<file path="config.mk">
export PLATFORM = sky130hd
export DESIGN_NAME = telemetry_severity_monitor_flat
export DESIGN_NICKNAME = d
export VERILOG_FILES = /design/src/hw/rtl/tsm_pkg.sv /design/src/hw/rtl/tsm_if.sv /design/src/hw/rtl/tsm_severity.sv /design/src/hw/rtl/telemetry_severity_monitor.sv /design/src/flat_wrapper.sv
export SDC_FILE = /design/constraint.sdc
export NUM_CORES = 1
export LEC_CHECK = 0
export ABC_AREA = 1
export BUFFER_PORTS_ARGS = -buffer_cell sky130_fd_sc_hd__buf_2
export CAP_MARGIN = 10
export CORE_ASPECT_RATIO = 1.2
export CORE_MARGIN = 2
export CORE_UTILIZATION = 45
export CTS_CLUSTER_SIZE = 25
export DETAILED_ROUTE_END_ITERATION = 8
export GPL_TIMING_DRIVEN = 0
export PLACE_DENSITY = 0.68
export SKIP_LAST_GASP = 1
export SYNTH_ARGS = -nofsm -noshare
export SYNTH_HDL_FRONTEND = slang
export SYNTH_SLANG_ARGS = --single-unit
</file>
<file path="constraint.sdc">
create_clock -name clk -period 6.45 [get_ports clk]
set_input_delay 1.29 -clock clk [delete_from_list [all_inputs] [get_ports clk]]
set_output_delay 1.29 -clock clk [all_outputs]
set_load 0.005 [all_outputs]
</file>
<file path="src/hw/rtl/tsm_pkg.sv">
package tsm_pkg;

  // Q.14 unity and the constants of the checks, truncated to Q.14
  localparam logic [14:0] Q_ONE          = 15'd16384;
  localparam logic [13:0] K_FACTOR_BASE  = 14'd5734;   // 0.35
  localparam logic [14:0] K_FACTOR_SLOPE = 15'd10649;  // 0.65
  localparam logic [14:0] K_GAP_CRIT     = 15'd4096;   // 0.25
  localparam logic [14:0] K_GAP_HIGH     = 15'd1966;   // 0.12
  localparam logic [14:0] K_GAP_MED      = 15'd983;    // 0.06
  localparam logic [14:0] K_WL_VLIGHT    = 15'd3276;   // 0.20
  localparam logic [14:0] K_WL_LIGHT     = 15'd6553;   // 0.40
  localparam logic [14:0] K_VRAM_CRIT    = 15'd1310;   // 0.08
  localparam logic [14:0] K_VRAM_HIGH    = 15'd655;    // 0.04
  localparam logic [16:0] K_RES_LIMIT    = 17'd22118;  // 1.35
  localparam logic [16:0] K_DRIFT_LIMIT  = 17'd4915;   // 0.30
  localparam logic [14:0] K_ENT_LIMIT    = 15'd10649;  // 0.65
  localparam logic [13:0] K_ONE_BIT      = 14'd256;    // one whole bit in Q.8

  // Configuration reset values
  localparam logic [14:0] TARGET_GPU_RST = 15'd15565;
  localparam logic [14:0] VRAM_LIMIT_RST = 15'd15565;
  localparam logic [5:0]  BITS_LIMIT_RST = 6'd3;

  // Configuration register indexes
  localparam logic [1:0] CFG_TARGET_GPU = 2'd0;
  localparam logic [1:0] CFG_VRAM_LIMIT = 2'd1;
  localparam logic [1:0] CFG_BITS_LIMIT = 2'd2;

  typedef logic [2:0] sev_t;
  typedef logic [5:0] issue_t;

  localparam sev_t SEV_NONE = 3'd0;
  localparam sev_t SEV_LOW  = 3'd1;
  localparam sev_t SEV_MED  = 3'd2;
  localparam sev_t SEV_HIGH = 3'd3;
  localparam sev_t SEV_CRIT = 3'd4;

  // Issue bit positions
  localparam int ISS_CPU   = 0;
  localparam int ISS_GPU   = 1;
  localparam int ISS_VRAM  = 2;
  localparam int ISS_BITS  = 3;
  localparam int ISS_INTEG = 4;
  localparam int ISS_DRIFT = 5;

  // Operands of the per-item checks
  typedef struct packed {
    logic        on_gpu;
    logic        gpu_chk;
    logic [14:0] gap;
    logic [14:0] wl;
    logic [14:0] vram;
    logic [14:0] vlim;
    logic [12:0] ebits;
    logic [13:0] blim;
    logic        integ_ok;
    logic        drift_hit;
  } chk_in_t;

  typedef struct packed {
    issue_t issues;
    sev_t   sev;
  } chk_out_t;

  function automatic sev_t sev_max(input sev_t a, input sev_t b);
    return (b > a) ? b : a;
  endfunction

endpackage

</file>
<file path="src/hw/rtl/tsm_if.sv">
interface tsm_in_if;
  logic               valid;
  logic               ready;
  logic               kind;
  logic signed [15:0] gpu_load;
  logic signed [15:0] vram_load;
  logic signed [15:0] workload;
  logic signed [15:0] entropy_collapse;
  logic signed [17:0] residual_level;
  logic signed [17:0] norm_drift;
  logic        [12:0] effective_bits;
  logic               integrity_ok;
  logic               on_gpu;

  modport source (
    output valid, kind, gpu_load, vram_load, workload, entropy_collapse,
           residual_level, norm_drift, effective_bits, integrity_ok, on_gpu,
    input  ready
  );
  modport sink (
    input  valid, kind, gpu_load, vram_load, workload, entropy_collapse,
           residual_level, norm_drift, effective_bits, integrity_ok, on_gpu,
    output ready
  );
endinterface

interface tsm_out_if;
  logic        valid;
  logic        ready;
  logic [31:0] update_count;
  logic [31:0] breach_count;
  logic [5:0]  sticky_issues;
  logic [2:0]  sticky_severity;
  logic [5:0]  step_issues;
  logic [2:0]  step_severity;

  modport source (
    output valid, update_count, breach_count, sticky_issues, sticky_severity,
           step_issues, step_severity,
    input  ready
  );
  modport sink (
    input  valid, update_count, breach_count, sticky_issues, sticky_severity,
           step_issues, step_severity,
    output ready
  );
endinterface

</file>
<file path="src/hw/rtl/tsm_severity.sv">
module tsm_severity (
  input  tsm_pkg::chk_in_t  chk_in,
  output tsm_pkg::chk_out_t chk_out
);

  tsm_pkg::sev_t   gpu_sev;
  tsm_pkg::sev_t   sev;
  tsm_pkg::issue_t issues;
  logic [14:0]     vram_over;
  logic [13:0]     bits_over;

  // Grade the GPU shortfall, then soften it under a light workload
  always_comb begin
    if (chk_in.gap >= tsm_pkg::K_GAP_CRIT) begin
      gpu_sev = tsm_pkg::SEV_CRIT;
    end else if (chk_in.gap >= tsm_pkg::K_GAP_HIGH) begin
      gpu_sev = tsm_pkg::SEV_HIGH;
    end else if (chk_in.gap >= tsm_pkg::K_GAP_MED) begin
      gpu_sev = tsm_pkg::SEV_MED;
    end else begin
      gpu_sev = tsm_pkg::SEV_LOW;
    end
    if (chk_in.wl < tsm_pkg::K_WL_VLIGHT) begin
      gpu_sev = (gpu_sev > 3'd2) ? gpu_sev - 3'd2 : tsm_pkg::SEV_NONE;
    end else if (chk_in.wl < tsm_pkg::K_WL_LIGHT) begin
      gpu_sev = (gpu_sev > 3'd1) ? gpu_sev - 3'd1 : tsm_pkg::SEV_NONE;
    end
  end

  assign vram_over = chk_in.vram - chk_in.vlim;
  assign bits_over = {1'b0, chk_in.ebits} - chk_in.blim;

  // Raise issue bits and merge severities
  always_comb begin
    issues = '0;
    sev    = tsm_pkg::SEV_NONE;
    if (!chk_in.on_gpu) begin
      issues[tsm_pkg::ISS_CPU] = 1'b1;
      sev = tsm_pkg::SEV_HIGH;
    end else if (chk_in.gpu_chk && (chk_in.gap != '0)) begin
      issues[tsm_pkg::ISS_GPU] = 1'b1;
      sev = gpu_sev;
    end
    if (chk_in.vram > chk_in.vlim) begin
      issues[tsm_pkg::ISS_VRAM] = 1'b1;
      if (vram_over >= tsm_pkg::K_VRAM_CRIT) begin
        sev = tsm_pkg::sev_max(sev, tsm_pkg::SEV_CRIT);
      end else if (vram_over >= tsm_pkg::K_VRAM_HIGH) begin
        sev = tsm_pkg::sev_max(sev, tsm_pkg::SEV_HIGH);
      end else begin
        sev = tsm_pkg::sev_max(sev, tsm_pkg::SEV_MED);
      end
    end
    if ({1'b0, chk_in.ebits} > chk_in.blim) begin
      issues[tsm_pkg::ISS_BITS] = 1'b1;
      sev = tsm_pkg::sev_max(sev, (bits_over >= tsm_pkg::K_ONE_BIT) ?
                                  tsm_pkg::SEV_CRIT : tsm_pkg::SEV_HIGH);
    end
    if (!chk_in.integ_ok) begin
      issues[tsm_pkg::ISS_INTEG] = 1'b1;
      sev = tsm_pkg::sev_max(sev, tsm_pkg::SEV_HIGH);
    end
    if (chk_in.drift_hit) begin
      issues[tsm_pkg::ISS_DRIFT] = 1'b1;
      sev = tsm_pkg::sev_max(sev, tsm_pkg::SEV_HIGH);
    end
  end

  assign chk_out.issues = issues;
  assign chk_out.sev    = sev;

endmodule

</file>
<file path="src/hw/rtl/telemetry_severity_monitor.sv">
// An update steps through S_IDLE (input transfer), S_FACTOR, S_GAP and S_FINISH,
// which loads the result register; a restart goes from S_IDLE to S_FINISH.
// S_FINISH waits while the result register stays full and unaccepted. No new
// item is taken until then. The single shared 15x15 multiplier is used twice per
// update (workload factor, then GPU gap). rst_n is synchronous, active low: it
// restores the configuration registers, clears counters and sticky state and
// empties the result register.
module telemetry_severity_monitor (
  input  logic            clk,
  input  logic            rst_n,
  tsm_in_if.sink          in_ch,
  tsm_out_if.source       out_ch,
  input  logic            cfg_we,
  input  logic [1:0]      cfg_index,
  input  logic [14:0]     cfg_wdata
);

  typedef enum logic [1:0] {S_IDLE, S_FACTOR, S_GAP, S_FINISH} state_t;

  state_t state_r;

  // Configuration
  logic [14:0] target_gpu_r;
  logic [14:0] vram_limit_r;
  logic [5:0]  bits_limit_r;

  // Captured item
  logic        kind_r;
  logic        on_gpu_r;
  logic        gpu_chk_r;
  logic [14:0] wl_r;
  logic [14:0] diff_r;
  logic [14:0] vram_r;
  logic [12:0] ebits_r;
  logic        integ_r;
  logic        drift_hit_r;

  // Shared multiplier
  logic [14:0] mul_a;
  logic [14:0] mul_b;
  logic [29:0] prod;
  logic [29:0] prod_r;
  logic [13:0] factor;

  // Monitor state
  logic [31:0]     updates_r;
  logic [31:0]     breaches_r;
  tsm_pkg::issue_t record_r;
  tsm_pkg::sev_t   worst_r;

  // Result register
  logic            out_valid_r;
  logic [31:0]     out_upd_r;
  logic [31:0]     out_brc_r;
  tsm_pkg::issue_t out_sticky_iss_r;
  tsm_pkg::sev_t   out_sticky_sev_r;
  tsm_pkg::issue_t out_step_iss_r;
  tsm_pkg::sev_t   out_step_sev_r;

  logic [14:0]       tgt_clamped;
  logic [14:0]       vlim_clamped;
  logic [14:0]       gpu_c;
  logic [14:0]       ent_c;
  logic              in_xfer;
  logic              out_free;
  tsm_pkg::chk_in_t  chk_in;
  tsm_pkg::chk_out_t chk_out;

  logic [31:0]     upd_nxt;
  logic [31:0]     brc_nxt;
  tsm_pkg::issue_t record_nxt;
  tsm_pkg::sev_t   worst_nxt;
  tsm_pkg::issue_t step_iss_nxt;
  tsm_pkg::sev_t   step_sev_nxt;

  function automatic logic [14:0] clamp_q14(input logic signed [15:0] v);
    if (v[15]) begin
      return '0;
    end else if (v[14:0] > tsm_pkg::Q_ONE || v[14:0] == '1) begin
      return tsm_pkg::Q_ONE;
    end else begin
      return v[14:0];
    end
  endfunction

  function automatic logic [31:0] sat_inc(input logic [31:0] v);
    return (v == '1) ? v : v + 32'd1;
  endfunction

  assign tgt_clamped  = (target_gpu_r > tsm_pkg::Q_ONE) ? tsm_pkg::Q_ONE : target_gpu_r;
  assign vlim_clamped = (vram_limit_r > tsm_pkg::Q_ONE) ? tsm_pkg::Q_ONE : vram_limit_r;
  assign gpu_c        = clamp_q14(in_ch.gpu_load);
  assign ent_c        = clamp_q14(in_ch.entropy_collapse);

  assign in_ch.ready = (state_r == S_IDLE);
  assign in_xfer     = in_ch.valid && in_ch.ready;
  assign out_free    = !out_valid_r || out_ch.ready;

  // Select multiplier operands by step
  assign factor = tsm_pkg::K_FACTOR_BASE + prod_r[27:14];
  always_comb begin
    case (state_r)
      S_FACTOR: begin
        mul_a = wl_r;
        mul_b = tsm_pkg::K_FACTOR_SLOPE;
      end
      S_GAP: begin
        mul_a = diff_r;
        mul_b = {1'b0, factor};
      end
      default: begin
        mul_a = '0;
        mul_b = '0;
      end
    endcase
  end
  assign prod = mul_a * mul_b;

  // Evaluate the checks on the captured item
  always_comb begin
    chk_in.on_gpu    = on_gpu_r;
    chk_in.gpu_chk   = gpu_chk_r;
    chk_in.gap       = prod_r[28:14];
    chk_in.wl        = wl_r;
    chk_in.vram      = vram_r;
    chk_in.vlim      = vlim_clamped;
    chk_in.ebits     = ebits_r;
    chk_in.blim      = {bits_limit_r, 8'd0};
    chk_in.integ_ok  = integ_r;
    chk_in.drift_hit = drift_hit_r;
  end

  tsm_severity u_severity (
    .chk_in  (chk_in),
    .chk_out (chk_out)
  );

  // Next monitor state for update or restart
  always_comb begin
    if (kind_r) begin
      upd_nxt      = '0;
      brc_nxt      = '0;
      record_nxt   = '0;
      record_nxt[tsm_pkg::ISS_CPU] = !on_gpu_r;
      worst_nxt    = on_gpu_r ? tsm_pkg::SEV_NONE : tsm_pkg::SEV_HIGH;
      step_iss_nxt = '0;
      step_sev_nxt = tsm_pkg::SEV_NONE;
    end else begin
      upd_nxt      = sat_inc(updates_r);
      brc_nxt      = (chk_out.issues != '0) ? sat_inc(breaches_r) : breaches_r;
      record_nxt   = record_r | chk_out.issues;
      worst_nxt    = tsm_pkg::sev_max(worst_r, chk_out.sev);
      step_iss_nxt = chk_out.issues;
      step_sev_nxt = chk_out.sev;
    end
  end

  // Sequencer, configuration, state and result register
  always_ff @(posedge clk) begin
    if (!rst_n) begin
      state_r      <= S_IDLE;
      target_gpu_r <= tsm_pkg::TARGET_GPU_RST;
      vram_limit_r <= tsm_pkg::VRAM_LIMIT_RST;
      bits_limit_r <= tsm_pkg::BITS_LIMIT_RST;
      updates_r    <= '0;
      breaches_r   <= '0;
      record_r     <= '0;
      worst_r      <= tsm_pkg::SEV_NONE;
      out_valid_r  <= 1'b0;
    end else begin
      if (cfg_we) begin
        case (cfg_index)
          tsm_pkg::CFG_TARGET_GPU: target_gpu_r <= cfg_wdata;
          tsm_pkg::CFG_VRAM_LIMIT: vram_limit_r <= cfg_wdata;
          tsm_pkg::CFG_BITS_LIMIT: bits_limit_r <= cfg_wdata[5:0];
          default: ;
        endcase
      end

      // Drop the result once taken, unless a new one is loaded below
      if (out_valid_r && out_ch.ready && state_r != S_FINISH) begin
        out_valid_r <= 1'b0;
      end

      case (state_r)
        S_IDLE: begin
          if (in_xfer) begin
            kind_r      <= in_ch.kind;
            on_gpu_r    <= in_ch.on_gpu;
            gpu_chk_r   <= tgt_clamped > gpu_c;
            diff_r      <= (tgt_clamped > gpu_c) ? tgt_clamped - gpu_c : '0;
            wl_r        <= clamp_q14(in_ch.workload);
            vram_r      <= clamp_q14(in_ch.vram_load);
            ebits_r     <= in_ch.effective_bits;
            integ_r     <= in_ch.integrity_ok;
            drift_hit_r <= (!in_ch.residual_level[17] &&
                            in_ch.residual_level[16:0] >= tsm_pkg::K_RES_LIMIT) ||
                           (!in_ch.norm_drift[17] &&
                            in_ch.norm_drift[16:0] >= tsm_pkg::K_DRIFT_LIMIT) ||
                           (ent_c >= tsm_pkg::K_ENT_LIMIT);
            state_r     <= in_ch.kind ? S_FINISH : S_FACTOR;
          end
        end
        S_FACTOR: begin
          prod_r  <= prod;
          state_r <= S_GAP;
        end
        S_GAP: begin
          prod_r  <= prod;
          state_r <= S_FINISH;
        end
        S_FINISH: begin
          if (out_free) begin
            updates_r        <= upd_nxt;
            breaches_r       <= brc_nxt;
            record_r         <= record_nxt;
            worst_r          <= worst_nxt;
            out_valid_r      <= 1'b1;
            out_upd_r        <= upd_nxt;
            out_brc_r        <= brc_nxt;
            out_sticky_iss_r <= record_nxt;
            out_sticky_sev_r <= worst_nxt;
            out_step_iss_r   <= step_iss_nxt;
            out_step_sev_r   <= step_sev_nxt;
            state_r          <= S_IDLE;
          end
        end
        default: state_r <= S_IDLE;
      endcase
    end
  end

  assign out_ch.valid           = out_valid_r;
  assign out_ch.update_count    = out_upd_r;
  assign out_ch.breach_count    = out_brc_r;
  assign out_ch.sticky_issues   = out_sticky_iss_r;
  assign out_ch.sticky_severity = out_sticky_sev_r;
  assign out_ch.step_issues     = out_step_iss_r;
  assign out_ch.step_severity   = out_step_sev_r;

  // Hold off new items for the whole sequence
  a_busy_after_xfer: assert property (@(posedge clk) disable iff (!rst_n)
    in_xfer |=> !in_ch.ready)
    else $error("input taken while an item is in progress");

  // Step issues are always part of the sticky record
  a_step_in_sticky: assert property (@(posedge clk) disable iff (!rst_n)
    out_valid_r |-> ((out_step_iss_r & ~out_sticky_iss_r) == '0))
    else $error("step issue missing from sticky record");

  // Worst severity covers the step severity and stays in range
  a_sev_order: assert property (@(posedge clk) disable iff (!rst_n)
    out_valid_r |-> (out_sticky_sev_r >= out_step_sev_r &&
                     out_sticky_sev_r <= tsm_pkg::SEV_CRIT))
    else $error("severity out of order");

  // Breaches never outnumber updates
  a_breach_le_update: assert property (@(posedge clk) disable iff (!rst_n)
    out_valid_r |-> (out_brc_r <= out_upd_r))
    else $error("breach count above update count");

endmodule

</file>
<file path="src/flat_wrapper.sv">
// flat-port wrapper written by rule: the top's interface ports become plain ports
module telemetry_severity_monitor_flat 
  (clk, rst_n, cfg_we, cfg_index, cfg_wdata, in_ch_valid, in_ch_kind, in_ch_gpu_load, in_ch_vram_load, in_ch_workload, in_ch_entropy_collapse, in_ch_residual_level, in_ch_norm_drift, in_ch_effective_bits, in_ch_integrity_ok, in_ch_on_gpu, in_ch_ready, out_ch_valid, out_ch_update_count, out_ch_breach_count, out_ch_sticky_issues, out_ch_sticky_severity, out_ch_step_issues, out_ch_step_severity, out_ch_ready);
  tsm_in_if in_ch_i ();
  tsm_out_if out_ch_i ();
  input  logic clk;
  input  logic rst_n;
  input  logic cfg_we;
  input  logic [1:0] cfg_index;
  input  logic [14:0] cfg_wdata;
  input wire logic [$bits(in_ch_i.valid)-1:0] in_ch_valid;
  input wire logic [$bits(in_ch_i.kind)-1:0] in_ch_kind;
  input wire logic [$bits(in_ch_i.gpu_load)-1:0] in_ch_gpu_load;
  input wire logic [$bits(in_ch_i.vram_load)-1:0] in_ch_vram_load;
  input wire logic [$bits(in_ch_i.workload)-1:0] in_ch_workload;
  input wire logic [$bits(in_ch_i.entropy_collapse)-1:0] in_ch_entropy_collapse;
  input wire logic [$bits(in_ch_i.residual_level)-1:0] in_ch_residual_level;
  input wire logic [$bits(in_ch_i.norm_drift)-1:0] in_ch_norm_drift;
  input wire logic [$bits(in_ch_i.effective_bits)-1:0] in_ch_effective_bits;
  input wire logic [$bits(in_ch_i.integrity_ok)-1:0] in_ch_integrity_ok;
  input wire logic [$bits(in_ch_i.on_gpu)-1:0] in_ch_on_gpu;
  output wire logic [$bits(in_ch_i.ready)-1:0] in_ch_ready;
  output wire logic [$bits(out_ch_i.valid)-1:0] out_ch_valid;
  output wire logic [$bits(out_ch_i.update_count)-1:0] out_ch_update_count;
  output wire logic [$bits(out_ch_i.breach_count)-1:0] out_ch_breach_count;
  output wire logic [$bits(out_ch_i.sticky_issues)-1:0] out_ch_sticky_issues;
  output wire logic [$bits(out_ch_i.sticky_severity)-1:0] out_ch_sticky_severity;
  output wire logic [$bits(out_ch_i.step_issues)-1:0] out_ch_step_issues;
  output wire logic [$bits(out_ch_i.step_severity)-1:0] out_ch_step_severity;
  input wire logic [$bits(out_ch_i.ready)-1:0] out_ch_ready;
  assign in_ch_i.valid = in_ch_valid;
  assign in_ch_i.kind = in_ch_kind;
  assign in_ch_i.gpu_load = in_ch_gpu_load;
  assign in_ch_i.vram_load = in_ch_vram_load;
  assign in_ch_i.workload = in_ch_workload;
  assign in_ch_i.entropy_collapse = in_ch_entropy_collapse;
  assign in_ch_i.residual_level = in_ch_residual_level;
  assign in_ch_i.norm_drift = in_ch_norm_drift;
  assign in_ch_i.effective_bits = in_ch_effective_bits;
  assign in_ch_i.integrity_ok = in_ch_integrity_ok;
  assign in_ch_i.on_gpu = in_ch_on_gpu;
  assign in_ch_ready = in_ch_i.ready;
  assign out_ch_valid = out_ch_i.valid;
  assign out_ch_update_count = out_ch_i.update_count;
  assign out_ch_breach_count = out_ch_i.breach_count;
  assign out_ch_sticky_issues = out_ch_i.sticky_issues;
  assign out_ch_sticky_severity = out_ch_i.sticky_severity;
  assign out_ch_step_issues = out_ch_i.step_issues;
  assign out_ch_step_severity = out_ch_i.step_severity;
  assign out_ch_i.ready = out_ch_ready;
  telemetry_severity_monitor u_core (.clk(clk), .rst_n(rst_n), .in_ch(in_ch_i), .out_ch(out_ch_i), .cfg_we(cfg_we), .cfg_index(cfg_index), .cfg_wdata(cfg_wdata));
endmodule
</file>
Yosys cells after proc, flatten, opt, wreduce, memory -nomap -nowiden
Cells that the tools add are included.
Word-level totals
  register bits: 286
  bits in latches: 0
  memory bits (writable): 0
  memory bits (read-only): 0
  input bits: 138
  output and inout bits: 84
  word-level logic and storage cells: 167
  memories: 0
Cells by class
  add/sub/neg operators: 8
  multiply operators: 1
  divide/modulo/power cells: 0
  order comparisons: 29
  equal/unequal tests: 14
  shift operators: 0
  muxes and demuxes: 55
  bitwise gates (word level): 1
  reduce and logical (&&, ||, !) cells: 32
Operators by type and width (number)
  $mux W32: 5
  $mux W15: 8
  $gt A15 B15 Y1 const B: 6
  $mux W3: 22
  $add A32 B1 Y32 const B: 2
  $eq A32 B32 Y1 const B: 2
  $eq A15 B15 Y1 const B: 4
  $ge A15 B10 Y1 const B: 2
  $ge A15 B11 Y1 const B: 2
  $gt A15 B15 Y1: 2
  $pmux W15 S2: 1
  $sub A15 B15 Y15: 2
  $mul A15 B14 Y29: 1
  $pmux W14 S2: 1
  $ge A17 B13 Y1 const B: 1
  $ge A17 B15 Y1 const B: 1
  $ge A15 B13 Y1 const B: 1
  $ge A15 B14 Y1 const B: 1
  $lt A15 B12 Y1 const B: 1
  $lt A15 B13 Y1 const B: 1
  $reduce_bool A15 Y1: 1
  $add A13 B14 Y14 const A: 1
  $ge A14 B9 Y1 const B: 1
  $gt A13 B14 Y1: 1
  25 further kinds: 70

Logic depth before layout (Yosys ltp)
Gate-level depths: netlist of the first run.
  depth in word-level cells: 27
  gate-level depth with buffers: 43
  mapped depth without buffers: 42

Cells and area by module
A second synthesis of the first run with hierarchy kept.
Second synthesis, totals
  cell total of the unflattened synthesis: 3028
  area, all modules: 23103.4 µm²
Modules (own cells, without submodules)
  telemetry_severity_monitor: times used 1, cells each 2553, area each 20681.1 µm², seq. area each 7046.8 µm²
  tsm_severity: times used 1, cells each 475, area each 2422.3 µm², seq. area each 0.0 µm²

Worst setup path before layout of the first run
OpenSTA, ideal clock, no wires.
  path kind: reg2reg
  from: register u_core.prod_r[15]
  to: register u_core.prod_r[25], data pin
  library setup time: 262 ps
  data arrival time: 6504 ps
  required time: 6188 ps
  path slack: -316 ps
  cell stages (with the launch flop): 32
  path buffers: 1
  clock period less this slack: 6766 ps
  path through: edfxtp_1 inv_1 ha_1 nor2_1 inv_1 nor3_1 nand2_1 nand2_1 inv_1 nand3b_1 a31oi_1 inv_1 clkbuf_1 nand2_1 fa_1 inv_1 fa_1 fa_1 inv_1 fa_1 inv_1 fa_1 fa_1 ha_1 nand2_1 nor2_1 inv_1 nor3_1 nand3_1 o21ai_0 a21oi_1 xor2_1
Between the ends
  longest elaborated chain between the ends: 3
Ends and longest elaborated chain
  start: declaration: RTL line telemetry_severity_monitor.sv:42  | logic [29:0] prod_r;
  start signal: assignment: RTL line telemetry_severity_monitor.sv:205  | prod_r <= prod;
  start signal: assignment: RTL line telemetry_severity_monitor.sv:209  | prod_r <= prod;
  $add A13 B14 Y14: RTL line telemetry_severity_monitor.sv:100  | assign factor = tsm_pkg::K_FACTOR_BASE + prod_r[27:14];
  $pmux W14 S2: RTL line telemetry_severity_monitor.sv:102  | case (state_r)
  $mul A15 B14 Y29: RTL line telemetry_severity_monitor.sv:117  | assign prod = mul_a * mul_b;
  named net u_core.prod[25]: RTL line telemetry_severity_monitor.sv:41  | logic [29:0] prod;
The timed path passes the listed nets, and every way through them passes these cells.
A chain may end at the register's enable or synchronous reset.

Worst setup path in the final report of the first run
Ends and elaborated chain as after synthesis.

==> impl_metrics.csv, run 1 <==
group,metric,value,unit
timing,finalSetupViolations,8,
power_and_ir_drop,p_int,4147,uW
synthesis,ys.flop_type,"edfxtp_1",
cells_and_area,drive_above_1_share,0.1932,
timing,final_max_slew_viol_count,0,
routing,vias,20320,
cts,cts_htree_levels,1,
timing,fin_crit,6.675,ns
placed_design,gp_congestion,0.9631,
timing,max-slew-margin-rel,0.2562,
timing,fmax,0.1498,GHz
synthesis,mappedNetlistArea,21950,um2
run,drv_cap,0,
worst_setup_path,worst_setup_path_start_kind,"flip-flop",
die,die_w,205.6,um
die,io-pin-count,222,
synthesis,synth_most_common_cell,"nand2_1",
global_routing,gr-total-overflow,0,
cts,cts_max_path_buffers,3,
global_routing,grt_first_pass_wirelength,106700,um
routing,drt_wl_total,68700,um
cts,cts_tree,"done",
power_and_ir_drop,power.density,253.8,nW/um2
global_routing,grt_usage,0.2697,
worst_setup_path,cp.arrival,7.06,ns
cells_and_area,area_growth,21.92,%
timing,hold_ws,0.4621,ns
synthesis,async_flop_share,0,
worst_hold_path,hold_class,"flip-flop to flip-flop",
timing,worst-slew-pin-transition,1.107,ns
cells_and_area,final_area,26770,um2
cells_and_area,layout.cells.non_filler,3793,
timing,finalClockSkew,0.02808,ns
global_routing,grt_antenna_before_repair,2,
run_status,status,"finished with violations",
synthesis,synth_top_cell_area_share,0.2189,
timing,grt_setup_unrepaired,"yes",
synthesis,syn_area_per_cell,7.886,um2
synthesis,synth-seq-cells,272,
placed_design,placed_cell_area,24000,um2
worst_setup_path,crit_required,6.83,ns
power_and_ir_drop,swShare,0.3895,
routing,ant_nets,0,
worst_setup_path,worst_setup_path_end_kind,"flip-flop",
global_routing,grt_pass1_vias,20650,
power_and_ir_drop,p_seq_frac,0.328,
die,start_util,0.4563,
worst_setup_path,worstSetupPathType,"flip-flop to flip-flop",
synthesis,yosys_warnings,0,
routing,remaining_drc_errors,0,
die,fp.coreArea,48120,um2
cts,cts_sinks,272,
timing,hold_viol_final,0,
placed_design,place_hpwl,53460,um
cts,clkLatencyLatePin,0.57,ns
cts,path_clk_slew,0.07,ns
worst_setup_path,crit_slowest_cell,"fa_1",
power_and_ir_drop,p_clk_frac,0.246,
cts,cts_hold_buf,0,
synthesis,synth_seq_area_share,0.3210,
synthesis,yosys.area.top_type,"edfxtp_1",
synthesis,synth_edf_count,160,
synthesis,synth_area_leaders,"edfxtp_1 22%, fa_1 14%, dfxtp_1 10%",
cts,numCtsBuffers,28,
power_and_ir_drop,ir_drop,0.0002588,V
routing,dr.pass1.iters,8,
synthesis,ys_types,63,
power_and_ir_drop,p_comb_frac,0.426,
power_and_ir_drop,power_switching,2646,uW
timing,timing.final.ws_setup,-0.2248,ns
power_and_ir_drop,p_leak,0.01268,uW
synthesis,synth_cells,2784,
routing,wl_per_cell,18.11,um
run_status,violations,"setup timing",
synthesis,syn_nets,3219,
worst_setup_path,cp_slowest_stage_delay,0.60,ns
routing,dr.first_iter.drc_count,1474,
die,num_rows,88,
die,die_h,246.0,um
routing,drt-vias-per-instance,5.358,
worst_setup_path,cp_common_cell,"fa_1",
timing,post-route-period-util,1.035,
synthesis,ys_top_cells_by_count,"575 x nand2_1, 489 x inv_1, 295 x nor2_1",
worst_setup_path,path_max_fanout,5,
die,dieArea,50580,um2
placed_design,port-buffer-count,220,
cts,ctsRootBufferMaster,"clkbuf_16",
cells_and_area,nNetsFinal,3575,
global_routing,grt_max_degree,39,
placed_design,place_inst,3638,
## metrics by stage
| step | power, uW | utilization | TNS (ns) | setup WS [ns] |
|---|---|---|---|---|
| after floorplan | 3664 | - | 0 | 0.003894 |
| after global placement | 4376 | 0.4968 | -149.18 | -1.595 |
| after detailed placement | 4422 | 0.4989 | -20.73 | -1.647 |
| after CTS | 6539 | 0.5435 | -0.3158 | -0.1113 |
| after global routing | 7147 | 0.5562 | -3.758 | -0.5358 |
| final | 6793 | 0.5563 | -0.9926 | -0.2248 |
## repair_timing
action | 4_1_cts | 5_1_grt
setup buffers | 63 | 39
resized for setup | 175 | 88
endpoints found under the setup margin | 15 | 15
pin swaps | 66 | 62
gates cloned | 0 | 2
## path summary, 6_finish.rpt
kind / slack (ns) / cells past startpoint / start / to
worst min-delay path: 0.46 / 2 / u_core.bits_limit_r[2] / u_core.bits_limit_r[2]
worst max register to register: -0.22 / 28 / u_core.prod_r[15] / u_core.prod_r[25]
worst max-delay path: -0.22 / 28 / u_core.prod_r[15] / u_core.prod_r[25]
worst min register to register: 0.46 / 2 / u_core.bits_limit_r[2] / u_core.bits_limit_r[2]
## area by class of cell
| class | instances | area (um2) |
|---|---|---|
| multi-input combinational | 1926 | 13490 |
| sequential | 272 | 7049 |
| fill | 4320 | 21350 |
| inverter | 513 | 2024 |
| tap | 630 | 788.3 |
| antenna | 1 | 2.502 |
| clock inverter | 15 | 172.7 |
| timing repair buffer | 326 | 1993 |
| buffer | 73 | 471.7 |
| clock buffer | 37 | 774.5 |
## cell families after synthesis
family,count (synthesis),synth area share
XOR/XNOR,61,0.02434
AND/OR/NAND/NOR,1180,0.2325
adder cells (fa/ha/maj),297,0.2223
buffers and inverters,586,0.1011
flip-flops,272,0.3210
AO/OA/AOI/OAI,388,0.09883
## layer usage
metal	GRT usage	share of wire	up-vias
met2	0.4850	0.50	770
met3	0.03260	0.057	205
met4	0.1306	0.055	2
li1	-	-	9659
met1	0.3159	0.38	9686
met5	0	0.00025	-
## registers in the layout, summed over array words and instances, names as in the netlist, 13 cells and up
signal,flops
u_core.ebits_r,13
u_core.updates_r,32
u_core.wl_r,15
u_core.prod_r,15
u_core.out_ch.breach_count,32
u_core.vram_r,15
u_core.breaches_r,32
u_core.diff_r,15
u_core.vram_limit_r,15
u_core.target_gpu_r,15
u_core.out_ch.update_count,32
## worst max-delay path: cells and delay by family (launching register included)
family,cells,cell delay (ns)
and+or+nand+nor,7,0.63
AOI/OAI and AO/OA,5,1.00
DFF,1,0.42
xor gates and xnor gates,1,0.19
adders and majority gates,8,3.52
buffers and inverters,7,0.73
## power by group through the flow
stage               Clock, uW  Combinational (uW)  Sequential (uW)
floorplan                   0                1430             2230
CTS                      1680                2630             2220
finish                   1670                2890             2230
detailed placement          0                2160             2260
global placement            0                2100             2270
global route             1760                3140             2250
## cells in the final DEF, fill, tap and decap left out, drive strengths merged, types with 2 or more instances in the layout
| cell | instances |
|---|---|
| nand3 | 132 |
| o211ai | 13 |
| o21ai | 145 |
| buf | 339 |
| clkbuf | 97 |
| o31ai | 4 |
| nand4 | 38 |
| xor2 | 36 |
| clkinvlp | 3 |
| nand3b | 7 |
| nor4 | 28 |
| a211o | 2 |
| o21bai | 8 |
| or2 | 15 |
| and2 | 3 |
| bufinv | 3 |
| dfxtp | 112 |
| a221oi | 2 |
| o21a | 7 |
| nor2 | 306 |
| a22oi | 8 |
| a21boi | 5 |
| a211oi | 7 |
| a31oi | 13 |
| xnor2 | 25 |
| a21oi | 163 |
| nand2 | 584 |
| nor3 | 61 |
| edfxtp | 160 |
| fa | 155 |
| ha | 142 |
| inv | 503 |
| and3 | 2 |
| or4 | 3 |
| o221ai | 2 |
| clkinv | 19 |
| a21o | 4 |
No activity file was read; power rests on OpenSTA's default activity.
==> inputs of run 2 (changes only) <==
- BUFFER_PORTS_ARGS: -buffer_cell sky130_fd_sc_hd__buf_2 -> unset
- CORE_MARGIN: 2 -> unset
- DONT_BUFFER_PORTS: unset -> 1
- PLACE_DENSITY: 0.68 -> 0.64
==> run 2 against run 1 <==
The run still ends with setup timing left; critical endpoint is now u_core.prod_r[27]; register-to-register slack is essentially flat; maximum frequency is essentially flat; first-iteration DRC count shrank 21%.
==> impl_metrics.csv, run 2 (synthesis gave the netlist of run 1 again) <==
group,metric,value,unit
run_status,status,"finished with violations",
run_status,violations,"setup timing",
worst_setup_path,worst_setup_path_start_kind,"flip-flop",
worst_setup_path,worst_setup_path_end_kind,"flip-flop",
cts,numCtsBuffers,28,
cells_and_area,nNetsFinal,3361,
die,io-pin-count,222,
global_routing,grt_pass1_vias,19270,
cts,clkLatencyLatePin,0.56,ns
timing,grt_setup_unrepaired,"yes",
cts,cts_max_path_buffers,3,
global_routing,grt_antenna_before_repair,3,
cells_and_area,area_growth,17.92,%
timing,finalSetupViolations,8,
routing,dr.pass1.iters,5,
power_and_ir_drop,power.density,259.1,nW/um2
worst_setup_path,crit_slowest_cell,"fa_2",
cts,cts_sinks,272,
timing,final_max_slew_viol_count,0,
global_routing,grt_max_degree,39,
timing,max-slew-margin-rel,0.3541,
timing,worst-slew-pin-transition,0.9666,ns
cells_and_area,layout_common_cells,"547 x nand2_1, 458 x inv_1, 278 x nor2_1, 160 x edfxtp_1, 144 x a21oi_1",
die,num_rows,88,
die,die_w,203.6,um
cts,path_clk_slew,0.07,ns
cells_and_area,layout_commonest_cell,"nand2_1",
cts,cts_hold_buf,0,
placed_design,place_inst,3417,
routing,drt-vias-per-instance,5.410,
die,fp.coreArea,48120,um2
cts,cts_htree_levels,1,
worst_setup_path,cp_slowest_stage_delay,0.62,ns
cts,cts_tree,"done",
timing,post-route-period-util,1.035,
timing,fin_crit,6.676,ns
worst_setup_path,worstSetupPathType,"flip-flop to flip-flop",
global_routing,grt_first_pass_wirelength,100800,um
worst_setup_path,crit_required,6.75,ns
routing,remaining_drc_errors,0,
timing,setup_tns,-0.8120,ns
worst_hold_path,hold_class,"flip-flop to flip-flop",
routing,dr.first_iter.drc_count,1159,
routing,ant_nets,0,
timing,timing.final.ws_setup,-0.2260,ns
placed_design,gp_congestion,0.9434,
routing,drt_wl_total,66060,um
die,dieArea,49680,um2
worst_setup_path,cp.arrival,6.98,ns
routing,wl_per_cell,18.46,um
cells_and_area,layout.cells.non_filler,3579,
power_and_ir_drop,p_leak,0.01190,uW
die,die_h,244.0,um
run,drv_cap,0,
routing,vias,19360,
global_routing,gr-total-overflow,0,
timing,hold_viol_final,0,
timing,fmax,0.1498,GHz
power_and_ir_drop,power,6708,uW
global_routing,grt_usage,0.2581,
cells_and_area,drive_above_1_share,0.1449,
power_and_ir_drop,ir_drop,0.0002176,V
die,start_util,0.4563,
placed_design,port-buffer-count,0,
placed_design,place_hpwl,50740,um
worst_setup_path,path_max_fanout,9,
timing,finalClockSkew,0.01864,ns
cts,ctsRootBufferMaster,"clkbuf_16",
==> run 2: changes by cell type in the layout (fill, tap and decap cells not counted), sizes merged <==
cell	change
buf	-212
bufinv	-3
clkinv	-2
clkinvlp	-1
diode	+1
inv	+3
==> run 2: critical path, delay by kind of cell (launching register included) <==
kind                     cells  cell delay, ns
flip-flops                   1            0.36
AND/OR/NAND/NOR              9            0.81
AO/OA/AOI/OAI                2            0.26
buffers and inverters       11            1.06
XOR/XNOR                     1            0.14
adder cells (fa/ha/maj)      8            3.73
==> run 2: layer usage <==
metal	routed length [um]	track usage	share of wire	vias to the layer above
met2	33520	0.4685	0.51	641
met1	25420	0.2963	0.38	9290
met3	3610	0.03292	0.055	177
li1	-	-	-	9252
met5	24	0	0.00036	-
met4	3474	0.1256	0.053	4
==> run 2: per-stage QoR <==
step / hold WS (ns) / setup slack [ns] / cell area (um2) / utilization
2_1_floorplan: 0.4298 / 0.003894 / 22010 / -
3_3_place_gp: 0.4443 / -1.766 / 22800 / 0.4739
3_5_place_dp: 0.4515 / -1.705 / 22880 / 0.4754
4_1_cts: 0.4603 / -0.02071 / 25190 / 0.5236
5_1_grt: 0.4952 / -0.4188 / 25880 / 0.5379
6_report: 0.4571 / -0.2260 / 25890 / 0.5380
==> run 2: power by group <==
group,total [uW],internal (uW),switching [uW]
clock network,1580,893,691
registers,2240,2080,160
logic,2880,1110,1770
==> run 2: timing repair <==
item | in CTS | in global routing
pin swaps | 90 | 80
buffers inserted | 72 | 37
gates resized for setup | 194 | 119
gates cloned | 1 | 1
endpoints found under the setup margin | 15 | 14
==> run 2: layout make-up <==
class | count | area (um2)
Fill cell | 4343 | 22230
Multi-Input combinational cell | 1926 | 13670
Inverter | 513 | 2013
Clock buffer | 39 | 822.0
Sequential cell | 272 | 7049
Clock inverter | 12 | 77.57
Buffer | 72 | 466.7
Tap cell | 630 | 788.3
Antenna cell | 2 | 5.005
Timing Repair Buffer | 113 | 998.5
==> run 2: final timing paths <==
check	cells past startpoint	start	slack (ns)	endpoint
worst min-delay path	2	u_core.record_r[4]	0.46	u_core.record_r[4]
worst max-delay path	31	u_core.state_r[1]	-0.23	u_core.prod_r[27]
worst min register to register	2	u_core.record_r[4]	0.46	u_core.record_r[4]
worst max register to register	31	u_core.state_r[1]	-0.23	u_core.prod_r[27]
